`config.mk`:
```
export PLATFORM = sky130hd
export DESIGN_NAME = json_string_unescape_utf8_core
export DESIGN_NICKNAME = d
export VERILOG_FILES = /design/src/hdl/jsu_pkg.sv /design/src/hdl/jsu_front.sv /design/src/hdl/jsu_queue.sv /design/src/hdl/jsu_back.sv /design/src/hdl/json_string_unescape_utf8_core.sv
export SDC_FILE = /design/constraint.sdc
export NUM_CORES = 1
export LEC_CHECK = 0
export BUFFER_PORTS_ARGS = -buffer_cell sky130_fd_sc_hd__buf_4
export CELL_PAD_IN_SITES_DETAIL_PLACEMENT = 0
export CELL_PAD_IN_SITES_GLOBAL_PLACEMENT = 1
export CORE_ASPECT_RATIO = 1.2
export CORE_MARGIN = 2
export CORE_UTILIZATION = 52
export DETAILED_ROUTE_END_ITERATION = 8
export HOLD_SLACK_MARGIN = 0.08
export PLACE_DENSITY_LB_ADDON = 0.08
export SLEW_MARGIN = 20
export SYNTH_ARGS = -nofsm -noshare
export SYNTH_HDL_FRONTEND = slang
export SYNTH_HIERARCHICAL = 1
export SYNTH_SLANG_ARGS = --single-unit
```
`constraint.sdc`:
```
create_clock -name clock -period 4.8 [get_ports clock]
set_input_delay 0.48 -clock clock [delete_from_list [all_inputs] [get_ports clock]]
set_output_delay 0.48 -clock clock [all_outputs]
set_load 0.05 [all_outputs]
```
`src/hdl/jsu_pkg.sv`:
```
// Shared types, codes and decode functions for the JSON string unescaper.
`default_nettype none

package jsu_pkg;

   localparam int unsigned QueueDepth = 4;
   localparam int unsigned QueuePtrW  = $clog2(QueueDepth);
   localparam int unsigned QueueCntW  = $clog2(QueueDepth + 1);

   localparam logic [7:0] CH_NUL       = 8'h00;
   localparam logic [7:0] CH_QUOTE     = 8'h22;
   localparam logic [7:0] CH_BACKSLASH = 8'h5C;
   localparam logic [7:0] CH_SLASH     = 8'h2F;
   localparam logic [7:0] CH_LOWER_N   = 8'h6E;
   localparam logic [7:0] CH_LOWER_T   = 8'h74;
   localparam logic [7:0] CH_LOWER_R   = 8'h72;
   localparam logic [7:0] CH_LOWER_B   = 8'h62;
   localparam logic [7:0] CH_LOWER_F   = 8'h66;
   localparam logic [7:0] CH_LOWER_U   = 8'h75;

   localparam logic [15:0] CP_TWO_BYTE   = 16'h0080;
   localparam logic [15:0] CP_THREE_BYTE = 16'h0800;

   typedef enum logic [2:0] {
      ST_DATA    = 3'd0,
      ST_DONE    = 3'd1,
      ST_NOQUOTE = 3'd2,
      ST_BADESC  = 3'd3,
      ST_BADHEX  = 3'd4,
      ST_UNTERM  = 3'd5
   } status_type;

   typedef enum logic [3:0] {
      MODE_WAIT = 4'b0001,
      MODE_BODY = 4'b0010,
      MODE_ESC  = 4'b0100,
      MODE_HEX  = 4'b1000
   } mode_type;

   // One unit of work for the back end: a code point to encode, or a status.
   typedef struct packed {
      logic        is_status;
      status_type  status;
      logic [15:0] cp;
   } job_type;

   typedef struct packed {
      logic       valid;
      logic       is_u;
      logic [7:0] value;
   } esc_type;

   typedef struct packed {
      logic       valid;
      logic [3:0] value;
   } hex_type;

   function automatic hex_type hex_decode(input logic [7:0] c);
      hex_type h;
      h.valid = 1'b1;
      h.value = 4'h0;
      if (c >= 8'h30 && c <= 8'h39) begin
         h.value = c[3:0];
      end else if ((c >= 8'h61 && c <= 8'h66) || (c >= 8'h41 && c <= 8'h46)) begin
         h.value = c[3:0] + 4'd9;
      end else begin
         h.valid = 1'b0;
      end
      return h;
   endfunction

   function automatic esc_type esc_decode(input logic [7:0] c);
      esc_type e;
      e.valid = 1'b1;
      e.is_u  = 1'b0;
      e.value = 8'h00;
      unique case (c)
         CH_QUOTE:     e.value = CH_QUOTE;
         CH_BACKSLASH: e.value = CH_BACKSLASH;
         CH_SLASH:     e.value = CH_SLASH;
         CH_LOWER_N:   e.value = 8'h0A;
         CH_LOWER_T:   e.value = 8'h09;
         CH_LOWER_R:   e.value = 8'h0D;
         CH_LOWER_B:   e.value = 8'h08;
         CH_LOWER_F:   e.value = 8'h0C;
         CH_LOWER_U:   e.is_u  = 1'b1;
         default:      e.valid = 1'b0;
      endcase
      return e;
   endfunction

endpackage

`default_nettype wire

```
`src/hdl/jsu_front.sv`:
```
// Front end: accepts text bytes, tracks string mode and builds work items.
`default_nettype none

module jsu_front
   import jsu_pkg::*;
(
   input  wire logic       clock,
   input  wire logic       reset,
   input  wire logic       accept,
   input  wire logic [7:0] in_byte,
   output logic            push,
   output job_type         push_job
);

   mode_type    mode_ff, mode_in;
   logic [1:0]  hex_count_ff, hex_count_in;
   logic [15:0] hex_accum_ff, hex_accum_in;
   logic [15:0] acc_next;
   hex_type     hex;
   esc_type     esc;

   assign hex      = hex_decode(in_byte);
   assign esc      = esc_decode(in_byte);
   assign acc_next = {hex_accum_ff[11:0], hex.value};

   always_comb begin
      mode_in      = mode_ff;
      hex_count_in = hex_count_ff;
      hex_accum_in = hex_accum_ff;
      push         = 1'b0;
      push_job     = '{is_status: 1'b0, status: ST_DATA, cp: 16'h0000};
      if (accept) begin
         unique case (mode_ff)
            MODE_WAIT: begin
               if (in_byte == CH_QUOTE) begin
                  mode_in = MODE_BODY;
               end else begin
                  push               = 1'b1;
                  push_job.is_status = 1'b1;
                  push_job.status    = ST_NOQUOTE;
               end
            end
            MODE_BODY: begin
               priority if (in_byte == CH_NUL) begin
                  mode_in            = MODE_WAIT;
                  push               = 1'b1;
                  push_job.is_status = 1'b1;
                  push_job.status    = ST_UNTERM;
               end else if (in_byte == CH_QUOTE) begin
                  mode_in            = MODE_WAIT;
                  push               = 1'b1;
                  push_job.is_status = 1'b1;
                  push_job.status    = ST_DONE;
               end else if (in_byte == CH_BACKSLASH) begin
                  mode_in = MODE_ESC;
               end else begin
                  push        = 1'b1;
                  push_job.cp = {8'h00, in_byte};
               end
            end
            MODE_ESC: begin
               priority if (esc.is_u) begin
                  mode_in      = MODE_HEX;
                  hex_count_in = 2'd0;
                  hex_accum_in = 16'h0000;
               end else if (esc.valid) begin
                  mode_in     = MODE_BODY;
                  push        = 1'b1;
                  push_job.cp = {8'h00, esc.value};
               end else begin
                  mode_in            = MODE_WAIT;
                  push               = 1'b1;
                  push_job.is_status = 1'b1;
                  push_job.status    = ST_BADESC;
               end
            end
            MODE_HEX: begin
               priority if (!hex.valid) begin
                  mode_in            = MODE_WAIT;
                  hex_count_in       = 2'd0;
                  hex_accum_in       = 16'h0000;
                  push               = 1'b1;
                  push_job.is_status = 1'b1;
                  push_job.status    = ST_BADHEX;
               end else if (hex_count_ff == 2'd3) begin
                  mode_in      = MODE_BODY;
                  hex_count_in = 2'd0;
                  hex_accum_in = 16'h0000;
                  push         = 1'b1;
                  push_job.cp  = acc_next;
               end else begin
                  hex_count_in = hex_count_ff + 2'd1;
                  hex_accum_in = acc_next;
               end
            end
            default: begin
               mode_in      = MODE_WAIT;
               hex_count_in = 2'd0;
               hex_accum_in = 16'h0000;
            end
         endcase
      end
   end

   always_ff @(posedge clock) begin
      if (reset) begin
         mode_ff      <= MODE_WAIT;
         hex_count_ff <= 2'd0;
         hex_accum_ff <= 16'h0000;
      end else begin
         mode_ff      <= mode_in;
         hex_count_ff <= hex_count_in;
         hex_accum_ff <= hex_accum_in;
      end
   end

endmodule

`default_nettype wire

```
`src/hdl/jsu_queue.sv`:
```
// Short work-item queue between the front and back ends.
`default_nettype none

module jsu_queue
   import jsu_pkg::*;
(
   input  wire logic     clock,
   input  wire logic     reset,
   input  wire logic     push,
   input  wire job_type  push_job,
   input  wire logic     pop,
   output logic          full,
   output logic          empty,
   output job_type       head_job
);

   job_type              mem_ff [QueueDepth];
   logic [QueuePtrW-1:0] wr_ptr_ff, wr_ptr_in;
   logic [QueuePtrW-1:0] rd_ptr_ff, rd_ptr_in;
   logic [QueueCntW-1:0] count_ff, count_in;

   assign full     = (count_ff == QueueCntW'(QueueDepth));
   assign empty    = (count_ff == '0);
   assign head_job = mem_ff[rd_ptr_ff];

   always_comb begin
      wr_ptr_in = push ? wr_ptr_ff + 1'b1 : wr_ptr_ff;
      rd_ptr_in = pop  ? rd_ptr_ff + 1'b1 : rd_ptr_ff;
      count_in  = count_ff;
      if (push && !pop) begin
         count_in = count_ff + 1'b1;
      end else if (pop && !push) begin
         count_in = count_ff - 1'b1;
      end
   end

   always_ff @(posedge clock) begin
      if (push) begin
         mem_ff[wr_ptr_ff] <= push_job;
      end
   end

   always_ff @(posedge clock) begin
      if (reset) begin
         wr_ptr_ff <= '0;
         rd_ptr_ff <= '0;
         count_ff  <= '0;
      end else begin
         wr_ptr_ff <= wr_ptr_in;
         rd_ptr_ff <= rd_ptr_in;
         count_ff  <= count_in;
      end
   end

   assert property (@(posedge clock) disable iff (reset) !(push && full))
      else $error("push into full queue");
   assert property (@(posedge clock) disable iff (reset) !(pop && empty))
      else $error("pop from empty queue");
   assert property (@(posedge clock) disable iff (reset)
      count_ff[QueuePtrW-1:0] == QueuePtrW'(wr_ptr_ff - rd_ptr_ff)
      && count_ff <= QueueCntW'(QueueDepth))
      else $error("queue count disagrees with pointers");

endmodule

`default_nettype wire

```
`src/hdl/jsu_back.sv`:
```
// Back end: expands work items into UTF-8 bytes and status words.
`default_nettype none

module jsu_back
   import jsu_pkg::*;
(
   input  wire logic    clock,
   input  wire logic    reset,
   input  wire logic    q_empty,
   input  wire job_type q_head,
   output logic         q_pop,
   output logic         out_valid,
   input  wire logic    out_ready,
   output logic [7:0]   out_byte,
   output logic [2:0]   out_status,
   output logic         out_last
);

   logic       busy_ff, busy_in;
   job_type    job_ff, job_in;
   logic [1:0] idx_ff, idx_in;
   logic       valid_ff, valid_in;
   logic [7:0] byte_ff, byte_in;
   status_type status_ff, status_in;
   logic       last_ff, last_in;

   job_type    cur_job;
   logic [1:0] cur_idx;
   logic       have_job;
   logic       load;
   logic [1:0] final_idx;
   logic [7:0] cur_byte;
   logic       cur_last;

   assign load     = !valid_ff || out_ready;
   assign have_job = busy_ff || !q_empty;
   assign cur_job  = busy_ff ? job_ff : q_head;
   assign cur_idx  = busy_ff ? idx_ff : 2'd0;
   assign q_pop    = load && !busy_ff && !q_empty;

   always_comb begin
      if (cur_job.cp < CP_TWO_BYTE) begin
         final_idx = 2'd0;
      end else if (cur_job.cp < CP_THREE_BYTE) begin
         final_idx = 2'd1;
      end else begin
         final_idx = 2'd2;
      end
      cur_byte = 8'h00;
      unique case (final_idx)
         2'd0: cur_byte = cur_job.cp[7:0];
         2'd1: cur_byte = (cur_idx == 2'd0) ? {3'b110, cur_job.cp[10:6]}
                                            : {2'b10, cur_job.cp[5:0]};
         default: begin
            unique case (cur_idx)
               2'd0:    cur_byte = {4'b1110, cur_job.cp[15:12]};
               2'd1:    cur_byte = {2'b10, cur_job.cp[11:6]};
               default: cur_byte = {2'b10, cur_job.cp[5:0]};
            endcase
         end
      endcase
      if (cur_job.is_status) begin
         cur_byte = 8'h00;
         cur_last = 1'b1;
      end else begin
         cur_last = (cur_idx == final_idx);
      end
   end

   always_comb begin
      busy_in   = busy_ff;
      job_in    = job_ff;
      idx_in    = idx_ff;
      valid_in  = valid_ff;
      byte_in   = byte_ff;
      status_in = status_ff;
      last_in   = last_ff;
      if (load) begin
         valid_in = have_job;
         if (have_job) begin
            byte_in   = cur_byte;
            status_in = cur_job.is_status ? cur_job.status : ST_DATA;
            last_in   = cur_last;
            busy_in   = !cur_last;
            job_in    = cur_job;
            idx_in    = cur_idx + 2'd1;
         end
      end
   end

   always_ff @(posedge clock) begin
      if (reset) begin
         busy_ff  <= 1'b0;
         valid_ff <= 1'b0;
         idx_ff   <= 2'd0;
      end else begin
         busy_ff  <= busy_in;
         valid_ff <= valid_in;
         idx_ff   <= idx_in;
      end
   end

   always_ff @(posedge clock) begin
      job_ff    <= job_in;
      byte_ff   <= byte_in;
      status_ff <= status_in;
      last_ff   <= last_in;
   end

   assign out_valid  = valid_ff;
   assign out_byte   = byte_ff;
   assign out_status = status_ff;
   assign out_last   = last_ff;

   assert property (@(posedge clock) disable iff (reset) busy_ff |-> idx_ff != 2'd0)
      else $error("multi-byte item in progress with zero byte index");
   assert property (@(posedge clock) disable iff (reset) busy_ff |-> !job_ff.is_status)
      else $error("status item left in progress");
   assert property (@(posedge clock) disable iff (reset)
      (valid_ff && status_ff != ST_DATA) |-> (last_ff && byte_ff == 8'h00))
      else $error("status word not marked last with zero byte");

endmodule

`default_nettype wire

```
`src/hdl/json_string_unescape_utf8_core.sv`:
```
// Top level of the streaming JSON string unescaper with UTF-8 output.
// An accepted byte's item is queued, then its first word is registered at the output.
// Throughput: one input byte per cycle while the 4-entry work queue has room; an
//   item giving k result words holds the output stage until all k are taken.
// Reset (synchronous, active high): mode back to waiting for the opening quote,
//   hex state cleared, work queue and output stage emptied.
`default_nettype none

module json_string_unescape_utf8_core
   import jsu_pkg::*;
(
   input  wire logic       clock,
   input  wire logic       reset,
   // input text bytes
   input  wire logic       req_tvalid,
   output logic            req_tready,
   input  wire logic [7:0] req_tdata,   // [7:0] in_byte
   // decoded result words
   output logic            rsp_tvalid,
   input  wire logic       rsp_tready,
   output logic [7:0]      rsp_tdata,   // [7:0] out_byte
   output logic [2:0]      rsp_tuser,   // [2:0] status
   output logic            rsp_tlast    // last word caused by one input byte
);

   logic    accept;
   logic    push;
   job_type push_job;
   logic    pop;
   logic    q_full;
   logic    q_empty;
   job_type head_job;

   // Take a byte whenever the queue has room, even if it produces no word.
   assign req_tready = !q_full;
   assign accept     = req_tvalid && req_tready;

   // Front: string mode, escapes and hex digits; emits one work item per result group.
   jsu_front u_front (
      .clock    (clock),
      .reset    (reset),
      .accept   (accept),
      .in_byte  (req_tdata),
      .push     (push),
      .push_job (push_job)
   );

   // Queue decouples byte intake from multi-word output.
   jsu_queue u_queue (
      .clock    (clock),
      .reset    (reset),
      .push     (push),
      .push_job (push_job),
      .pop      (pop),
      .full     (q_full),
      .empty    (q_empty),
      .head_job (head_job)
   );

   // Back: encode code points as 1 to 3 UTF-8 bytes, or pass a status word.
   jsu_back u_back (
      .clock      (clock),
      .reset      (reset),
      .q_empty    (q_empty),
      .q_head     (head_job),
      .q_pop      (pop),
      .out_valid  (rsp_tvalid),
      .out_ready  (rsp_tready),
      .out_byte   (rsp_tdata),
      .out_status (rsp_tuser),
      .out_last   (rsp_tlast)
   );

endmodule

`default_nettype wire

```
## Word level (Yosys, flattened, before mapping)

Memories as Yosys holds them, arrays and structs flattened. A register that Yosys moved wholly into a read port is not among the register bits.
Cells that the tools add are included.

| storage, ports and cells | value |
|---|---|
| register bits | 61 |
| input bits | 12 |
| word-level logic and storage cells | 144 |
| memory bits (writable) | 80 |
| output and inout port bits | 14 |
| memories | 1 |

| cells by class | value |
|---|---|
| reductions and logical operators | 28 |
| bitwise gates (word level) | 1 |
| multiplexer cells | 62 |
| order comparisons | 8 |
| add/subtract/negate cells | 7 |
| eq/ne operators | 22 |

Memory list:

| name | depth | bits a word | read ports | clocked after Yosys merged registers in | wr ports | line | text |
|---|---|---|---|---|---|---|---|
| u_queue.mem_ff | 4 | 20 | 1 | 1 | 1 | jsu_queue.sv:17 | `job_type mem_ff [QueueDepth];` |

Operator list:

| operator | count |
|---|---|
| 16-bit two-way mux | 4 |
| 20-bit two-way mux | 3 |
| 8-bit by 7-bit equality test with 1-bit output, second input constant | 7 |
| 4-bit two-way mux | 14 |
| 7-bit one-hot mux with 8 select lines | 1 |
| 16-bit one-hot mux with 3 select lines | 1 |
| 12-bit two-way mux | 3 |
| 12-bit one-hot mux with 3 select lines | 1 |
| 4-bit one-hot mux with 4 select lines | 2 |
| 2-bit two-way mux | 9 |
| 8-bit by 6-bit equality test with 1-bit output, second input constant | 2 |
| 8-bit by 7-bit >= comparator with 1-bit output, second input constant | 2 |
| 8-bit by 7-bit less-or-equal comparator with 1-bit output, second input constant | 2 |
| 16-bit by 12-bit less-than comparator with 1-bit output, second input constant | 1 |
| 16-bit by 8-bit less-than comparator with 1-bit output, second input constant | 1 |
| 8-bit one-hot mux with 2 select lines | 1 |
| 1-bit two-way mux | 15 |
| 7-bit two-way mux | 2 |
| 7-bit one-hot mux with 2 select lines | 1 |
| 9-bit OR reduction | 1 |
| 2-bit by 1-bit adder with 2-bit output, second input constant | 4 |
| 8-bit by 6-bit >= comparator with 1-bit output, second input constant | 1 |
| 8-bit by 6-bit less-or-equal comparator with 1-bit output, second input constant | 1 |
| 1-bit logical AND | 8 |
| other kinds (29) | 41 |

## Depth between registers and ports, before layout

Gate-level depths: netlist of run 1.

| depth | value |
|---|---|
| depth after elaboration | 12 |
| depth in mapped cells | 14 |
| gate-level depth less buffers | 13 |

## Hierarchy

Netlist of run 1, hierarchy kept.

Modules (own cells, without submodules):

| module | cells an instance | area each (um^2) | times used |
|---|---|---|---|
| jsu_queue | 148 | 3,314.4 | 1 |
| jsu_back | 150 | 1,958.1 | 1 |
| jsu_front | 213 | 1,634.1 | 1 |
| json_string_unescape_utf8_core | 2 | 10.0 | 1 |

## Worst setup path before layout of run 1

No wires, ideal clock.

| timing path | value |
|---|---|
| path type | flip-flop to flip-flop |
| from | register u_front.mode_ff[2] |
| to | register u_queue.count_ff[2] |
| buffers on the path | 1 |
| library setup time | 0.070 ns |
| setup slack | 1.355 ns |
| stages on the path, launching flop included | 13 |
| clock period less this slack | 3.445 ns |
| arrival | 3.375 ns |
| cells stage by stage | dfxtp_1 > clkbuf_1 > or4b_2 > or4_1 > nand2_1 > nor2_1 > a21oi_1 > ha_1 > inv_1 > fa_1 > xor2_1 > or3_1 > a21oi_1 |

| on the way | value |
|---|---|
| word-level cells in the longest chain between the ends | 6 |

Ends and longest elaborated chain:

| item | line | text |
|---|---|---|
| start, declared | jsu_front.sv:15 | `mode_type mode_ff, mode_in;` |
| start signal, assigned | jsu_front.sv:111 | `mode_ff <= mode_in;` |
| 4-bit equality test, or another cell as far along | jsu_front.sv:33 | `unique case (mode_ff)` |
| 1-bit one-hot mux with 4 select lines (*) | jsu_front.sv:33 |  |
| 1-bit two-way mux (*) | jsu_front.sv:32 | `if (accept) begin` |
| net push | json_string_unescape_utf8_core.sv:27 | `logic push;` |
| 1-bit logical NOT | jsu_queue.sv:32 | `end else if (pop && !push) begin` |
| 1-bit logical AND | jsu_queue.sv:32 |  |
| 2-bit nonzero test (no source line) | - |  |
| end signal, assigned | jsu_queue.sv:51 | `count_ff <= count_in;` |
| end, declared | jsu_queue.sv:20 | `logic [QueueCntW-1:0] count_ff, count_in;` |

Mark *: on every way through the listed nets, which the timed path passes. The rest lies on a longest branch.
A chain may end at the register's enable or synchronous reset.

## Worst setup path after layout of run 1

| timing path | value |
|---|---|
| from | register u_front.mode_ff[1] |
| to | register u_queue.count_ff[2] |

Same word-level chain as after synthesis.

==> impl_metrics.py, run 1 <==
metrics = {
    "logic_synthesis": {
        "syn_area_per_cell_sq_um": 13.5,
        "synth_seq_area_share_pct": 57.6,
        "synth_area_leaders": "edfxtp_1 (49%), dfxtp_1 (9.0%), mux4_2 (6.5%)",
        "synthDistinctLibCells": 84,
        "synth_compound_area_share_pct": 12.1,
        "synth-adder-area-share_pct": 2.46,
        "syn_inst": 513,
        "yosys.area.top_type": "edfxtp_1",
        "syn_nets": 538,
        "synth-simple-area-share_pct": 12.1,
        "synth_edf_count": 112,
        "ys_ff_latch": 143,
        "async_flop_share_pct": 0,
        "synth_top_area_share_pct": 48.6,
        "ys_warn_count": 6,
        "synth_top_family_by_area": "compound AO/OA/AOI/OAI gates",
        "netlist_area_sq_um": 6920,
        "synth_ff_type": "edfxtp_1",
        "synthXorXnorAreaFrac_pct": 0.886,
        "synth_mux_area_share_pct": 11.1,
    },
    "floorplanning": {
        "start_util_pct": 52.7,
        "die-width_um": 109,
        "num_rows": 46,
        "die_area_sq_um": 14200,
        "core-area_sq_um": 13100,
        "io_pins": 26,
        "die-height_um": 130,
    },
    "cells_and_area": {
        "antenna_cells": 0,
        "fin_nets": 564,
        "fill_cells": 1071,
        "final_cell_area_sq_um": 7840,
        "multi_input_area_sq_um": 2680,
        "seq_area_sq_um": 3980,
        "final_util_pct": 59.7,
        "area_growth_pct": 13.3,
        "drive_gt1_share_pct": 23.9,
    },
    "pwr": {
        "design_power_total_mw": 4.76,
        "p_leak_nw": 2.73,
        "cellPowerDensity_nw_per_um2": 608,
        "ir_worst_vdd_mv": 0.504,
    },
    "drt": {
        "drt_pass1_iterations": 5,
        "wl_per_cell_um": 21.1,
        "drt-initial-drc-count": 316,
        "via_per_inst": 6.14,
        "routed_wirelength_mm": 15.2,
        "drc": 0,
        "ant_nets": 0,
        "vias": 4420,
    },
    "clock_tree": {
        "htree_num_levels": 4,
        "cts_buffers": 17,
        "cts-resized-gates": 0,
        "clock_path_buffers": 2,
        "cts_sinks": 143,
        "clk_latency_ps": 410,
        "cts_setup_buffers": 0,
        "cts_tree": "yes",
        "hold_buffers": 0,
        "clk_pin_slew_ps": 60,
        "cts-root-buf": "clkbuf_16",
    },
    "global_route": {
        "antenna_found_initial": 0,
        "overflow": 0,
        "grt_pass1_wl_mm": 23.9,
        "grt.total_usage_pct": 22.8,
        "grt_max_degree": 36,
        "grt_pass1_vias": 4425,
    },
    "sta": {
        "fin_skew_ps": 10.4,
        "fmax_mhz": 265,
        "setup_viol": 0,
        "slew-limit-headroom_pct": 32.5,
        "min_period_ps": 3770,
        "hold_viol_final": 0,
        "grt_setup_unrepaired": "no",
        "tightest_slew_ps": 1000,
        "drv_slew": 0,
        "finalSetupTns_ps": 0,
        "fin_crit_sh_pct": 78.5,
    },
    "setup_path": {
        "path_buf_inv": 1,
        "cpMostUsedCell": "a21oi_1",
        "cp_max_fo": 8,
        "cp_top_family": "simple AND/OR/NAND/NOR gates",
        "max_stage_delay_ps": 680,
        "critical_path_class": "reg -> reg",
        "worstPathRequired_ps": 5140,
        "cp-start-kind": "flop",
        "worst_path_max_delay_cell": "or4b_2",
        "crit_path_end_kind": "flop",
        "path_cells": "or4b_2, or4_1, nand2_1, nor2_1, a21oi_1, ha_1, inv_1, fa_1, xor2_1, or3_1, a21oi_1",
        "cp_data_arrival_time_ps": 4110,
        "rrSetupSlack_ps": 1030,
    },
    "min_path": {
        "hold_class": "in -> reg",
    },
    "placed_design": {
        "dp_hpwl_mm": 10.7,
        "dpl_cell_area_sq_um": 7210,
        "place_congestion": 0.851,
        "io_buffers": 25,
    },
    "status": {
        "outcome": "complete, no violations",
    },
    "job": {
        "cap_violations": 0,
    },
}
sequential cells by signal (all words and copies together) (netlist names), named ones only:
register / flops
u_queue/mem_ff: 80
u_back/job_ff: 20
u_front/hex_accum_ff: 12
u_back/out_byte: 8
u_front/mode_ff: 4
u_back/out_status: 3
u_queue/count_ff: 3
u_back/idx_ff: 2
u_front/hex_count_ff: 2
u_queue/rd_ptr_ff: 2
u_queue/wr_ptr_ff: 2
u_back/busy_ff: 1
u_back/out_last: 1
u_back/out_valid: 1
logic make-up (layout without fill, tap and decap cells):
logic type	Yosys count	in the layout
AO/OA/AOI/OAI	112	112
XOR/XNOR	7	7
adder cells (fa/ha/maj)	13	13
buffers and inverters	48	87
flip-flops	143	143
multiplexers	49	49
AND/OR/NAND/NOR	141	141
cell usage after synthesis (5+ instances only):
library cell and n:
a21oi_1 26, a22oi_1 14, a31oi_1 6, and2_1 11
and3_1 10, buf_2 5, buf_6 9, clkbuf_1 13
dfxtp_1 31, edfxtp_1 112, ha_1 12, inv_1 16
mux2_2 19, mux2i_1 9, mux4_2 20, nand2_1 18
nand2b_1 5, nand3b_1 5, nor2_1 36, nor3_1 10
o21ai_0 12
area by class of cell:
class | instances | area share, %
repair buffers | 37 | 3.80
clock inverters | 14 | 2.12
multi-input cells | 322 | 34.2
clock buffers | 18 | 5.48
well taps | 168 | 2.68
flip-flops and latches | 143 | 50.8
inverters | 18 | 0.878
layer usage:
layer	wire length [um]	track usage [%]	share of wire [%]	vias to the layer above
met4	554	11.3	3.7	0
met5	0	0	0	-
li1	-	-	-	2071
met1	6170	26.9	41	2187
met3	487	4.70	3.2	37
met2	7950	39.3	52	125
through the flow:
step                      cells  worst slack [ps]  hold WS, ps
after floorplan             513              1350          436
after global placement      687               975          445
after detailed placement    687               892          454
after CTS                   719              1000          376
after global routing        720               768          393
final                       720              1030          399
power by group:
part / leakage (nW) / switching (mW) / internal (mW)
sequential: 1.39 / 0.163 / 1.73
clock: 0.284 / 0.492 / 0.815
combinational: 1.05 / 0.938 / 0.626
total: 2.73 / 1.59 / 3.17
layout by cell type, fill, tap and decap left out, drive strengths merged, types with 9 or more instances in the layout:
cell type,count
inv,17
nand2,18
nor2,36
o21ai,13
a21oi,28
mux2i,10
edfxtp,112
mux4,20
buf,37
clkinv,9
and3,11
ha,12
dfxtp,31
and2,12
mux2,19
clkbuf,18
a22oi,15
nor3,10
final timing paths:
check / start / to / cells after the start
setup / recovery: u_front/mode_ff[1] / u_queue/count_ff[2] / 11
hold / removal: rsp_tready / u_back/busy_ff / 3
setup reg to reg: u_front/mode_ff[1] / u_queue/count_ff[2] / 11
hold reg to reg: u_front/hex_count_ff[1] / u_front/hex_count_ff[1] / 2
worst reg2reg max path, stage by stage (launching register included):
cell and delay [ps]:
dfxtp_1 450, or4b_2 680, or4_1 590, nand2_1 100, nor2_1 60, a21oi_1 470, ha_1 300, inv_1 60
fa_1 370, xor2_1 160, or3_1 310, a21oi_1 150
(Power assumes the default switching activity.)
==> run 2, diff against run 1 <==
Settings changed: ABC_AREA set to 1, CORE_UTILIZATION 52 to 48.
Clock period 4.8 ns to 3.6 ns, I/O delays scaled along.
==> run 2 against run 1 <==
Flip-flop and latch count stayed put. Combinational power is 87% higher. Final area is 2.9% higher. Non-clock buffer count is 2 higher. First-iteration DRC count is 28% higher. Synthesized area is 2.1% higher. Die area is 10% higher. Fmax is 44% higher. Hold slack worse by 140 ps. Total power is 56% higher. Worst setup slack worse by 42 ps.
==> impl_metrics.py, run 2 <==
metrics = {
    "status": {
        "outcome": "complete, no violations",
    },
    "logic_synthesis": {
        "synth_most_common_cell": "nand2_1",
        "synth_top_area_share_pct": 47.6,
        "syn_inst": 759,
        "ys_warn_count": 6,
        "ys_ff_latch": 143,
        "synth_edf_count": 112,
        "synth_ff_type": "edfxtp_1",
        "synth_common_cells": "nand2_1 (148), edfxtp_1 (112), inv_1 (93)",
        "syn_nets": 784,
        "syn_area_per_cell_sq_um": 9.30,
        "netlist_area_sq_um": 7060,
        "async_flop_share_pct": 0,
        "synth_area_leaders": "edfxtp_1 (48%), dfxtp_1 (8.8%), nand2_1 (7.9%)",
        "synth_seq_area_share_pct": 56.4,
        "yosys.area.top_type": "edfxtp_1",
        "synthDistinctLibCells": 42,
    },
    "drt": {
        "drt-initial-drc-count": 403,
        "drt_pass1_iterations": 5,
        "routed_wirelength_mm": 15.6,
        "ant_nets": 0,
        "vias": 5230,
        "wl_per_cell_um": 15.9,
        "via_per_inst": 5.34,
        "drc": 0,
    },
    "setup_path": {
        "cp-start-kind": "flop",
        "cp_data_arrival_time_ps": 2920,
        "worstPathRequired_ps": 3910,
        "crit_path_end_kind": "flop",
        "cp_max_fo": 6,
        "critical_path_class": "reg -> reg",
    },
    "cells_and_area": {
        "area_growth_pct": 14.2,
        "final_common_cell": "nand2_1",
        "fin_nets": 817,
        "final_util_pct": 55.9,
        "final_cell_mix": "nand2_1 (148), edfxtp_1 (112), inv_1 (93), nor2_1 (91), o21ai_1 (46)",
        "largest_reg_flops": 80,
        "reg_top3": "u_queue/mem_ff (80), u_back/job_ff (20), u_front/hex_accum_ff (12)",
        "fill_cells": 1261,
        "final_cell_area_sq_um": 8060,
        "regMostFlops": "u_queue/mem_ff",
        "drive_gt1_share_pct": 14.3,
        "antenna_cells": 0,
    },
    "pwr": {
        "cellPowerDensity_nw_per_um2": 922,
        "p_leak_nw": 3.45,
        "ir_worst_vdd_mv": 0.533,
    },
    "clock_tree": {
        "cts_buffers": 17,
        "htree_num_levels": 4,
        "cts_tree": "yes",
        "cts_setup_buffers": 0,
        "clk_pin_slew_ps": 60,
        "hold_buffers": 0,
        "cts-resized-gates": 0,
        "cts_sinks": 143,
        "cts-root-buf": "clkbuf_16",
        "clock_path_buffers": 2,
        "clk_latency_ps": 410,
    },
    "sta": {
        "hold_slack_ps": 258,
        "fin_crit_sh_pct": 72.5,
        "min_period_ps": 2610,
        "setup_viol": 0,
        "fmax_mhz": 383,
        "grt_setup_unrepaired": "no",
        "hold_viol_final": 0,
        "drv_slew": 0,
        "fin_skew_ps": 11.9,
        "finalSetupTns_ps": 0,
        "slew-limit-headroom_pct": 51.8,
        "tightest_slew_ps": 722,
    },
    "global_route": {
        "grt_max_degree": 41,
        "overflow": 0,
        "grt_pass1_wl_mm": 25.6,
        "grt_pass1_vias": 5271,
        "antenna_found_initial": 0,
        "grt.total_usage_pct": 21.3,
    },
    "floorplanning": {
        "start_util_pct": 49.0,
        "io_pins": 26,
        "die-height_um": 137,
        "num_rows": 48,
        "core-area_sq_um": 14400,
        "die_area_sq_um": 15700,
        "die-width_um": 115,
    },
    "min_path": {
        "hold_class": "in -> reg",
    },
    "placed_design": {
        "io_buffers": 25,
        "dpl_cell_area_sq_um": 7400,
        "place_congestion": 0.948,
        "dp_hpwl_mm": 11.0,
    },
    "job": {
        "cap_violations": 0,
    },
}
[run 2: cell count changes in the layout (fill, tap and decap cells not counted), sizes merged, moves of 10 or more]
cell	previous run	this run
inv	17	100
and2	12	1
and3	11	1
nand4	2	12
nor2	36	101
nand2	18	165
mux2i	10	0
o22ai	4	22
o21ai	13	67
mux4	20	0
nand3	4	47
a22oi	15	0
mux2	19	0
[run 2: worst max-delay path, stage by stage, from the launching register on]
cell,delay [ps]
dfxtp_1,330
nor2_1,130
nand3_1,170
inv_1,260
nand2_1,160
nor3b_1,170
a21oi_1,150
buf_4,170
ha_1,180
inv_1,70
fa_1,390
inv_1,70
nand2_1,60
nand3_1,70
nand2_1,60
inv_1,50
nor2_1,30
[run 2: path summary, 6_finish.rpt]
path | start | endpoint | slack, ps | cells after the start
min reg2reg | u_queue/rd_ptr_ff[1] | u_queue/rd_ptr_ff[1] | 440 | 1
max | u_front/mode_ff[3] | u_queue/count_ff[2] | 990 | 16
max reg2reg | u_front/mode_ff[3] | u_queue/count_ff[2] | 990 | 16
min | rsp_tready | u_back/busy_ff | 260 | 4
[run 2: final cells by class]
class,count,area [sq um],share of cell area (%)
sequential,143,3980,49.4
multi-input combinational,490,2520,31.3
clock buffer,22,474,5.88
inverter,101,384,4.76
timing repair buffer,39,293,3.63
tap,175,219,2.72
clock inverter,10,184,2.28
[run 2: report_power, final]
group / switching (mW) / internal (mW) / total (mW)
logic: 2.06 / 0.851 / 2.91
registers: 0.159 / 2.44 / 2.60
clock network: 0.637 / 1.28 / 1.92
total: 2.85 / 4.58 / 7.43
[run 2: layer usage]
metal  up-vias  share of wire [%]  global-route usage, %
li1       2624                  -                      -
met1      2435                 42                   24.8
met2       132                 51                   36.8
met3        39                3.3                   4.07
met4         0                3.6                   11.8
met5         -                  0                      0
[run 2: cells by family (layout without fill, tap and decap cells)]
logic type	after synthesis	count (layout)	share of synthesized area, %
adders and majority gates	13	13	2.41
DFF	143	143	56.4
AOI/OAI and AO/OA	131	131	10.5
xor gates and xnor gates	2	2	0.248
buffers and inverters	126	172	7.81
and+or+nand+nor	344	344	22.6
[run 2: through the flow]
step | setup slack, ps | std cells | total power [mW]
after global placement | 782 | 948 | 5.50
final | 989 | 980 | 7.43
after global routing | 733 | 980 | 7.92
after CTS | 1010 | 980 | 7.48
after floorplan | 1030 | 759 | 4.81
after detailed placement | 675 | 948 | 5.54
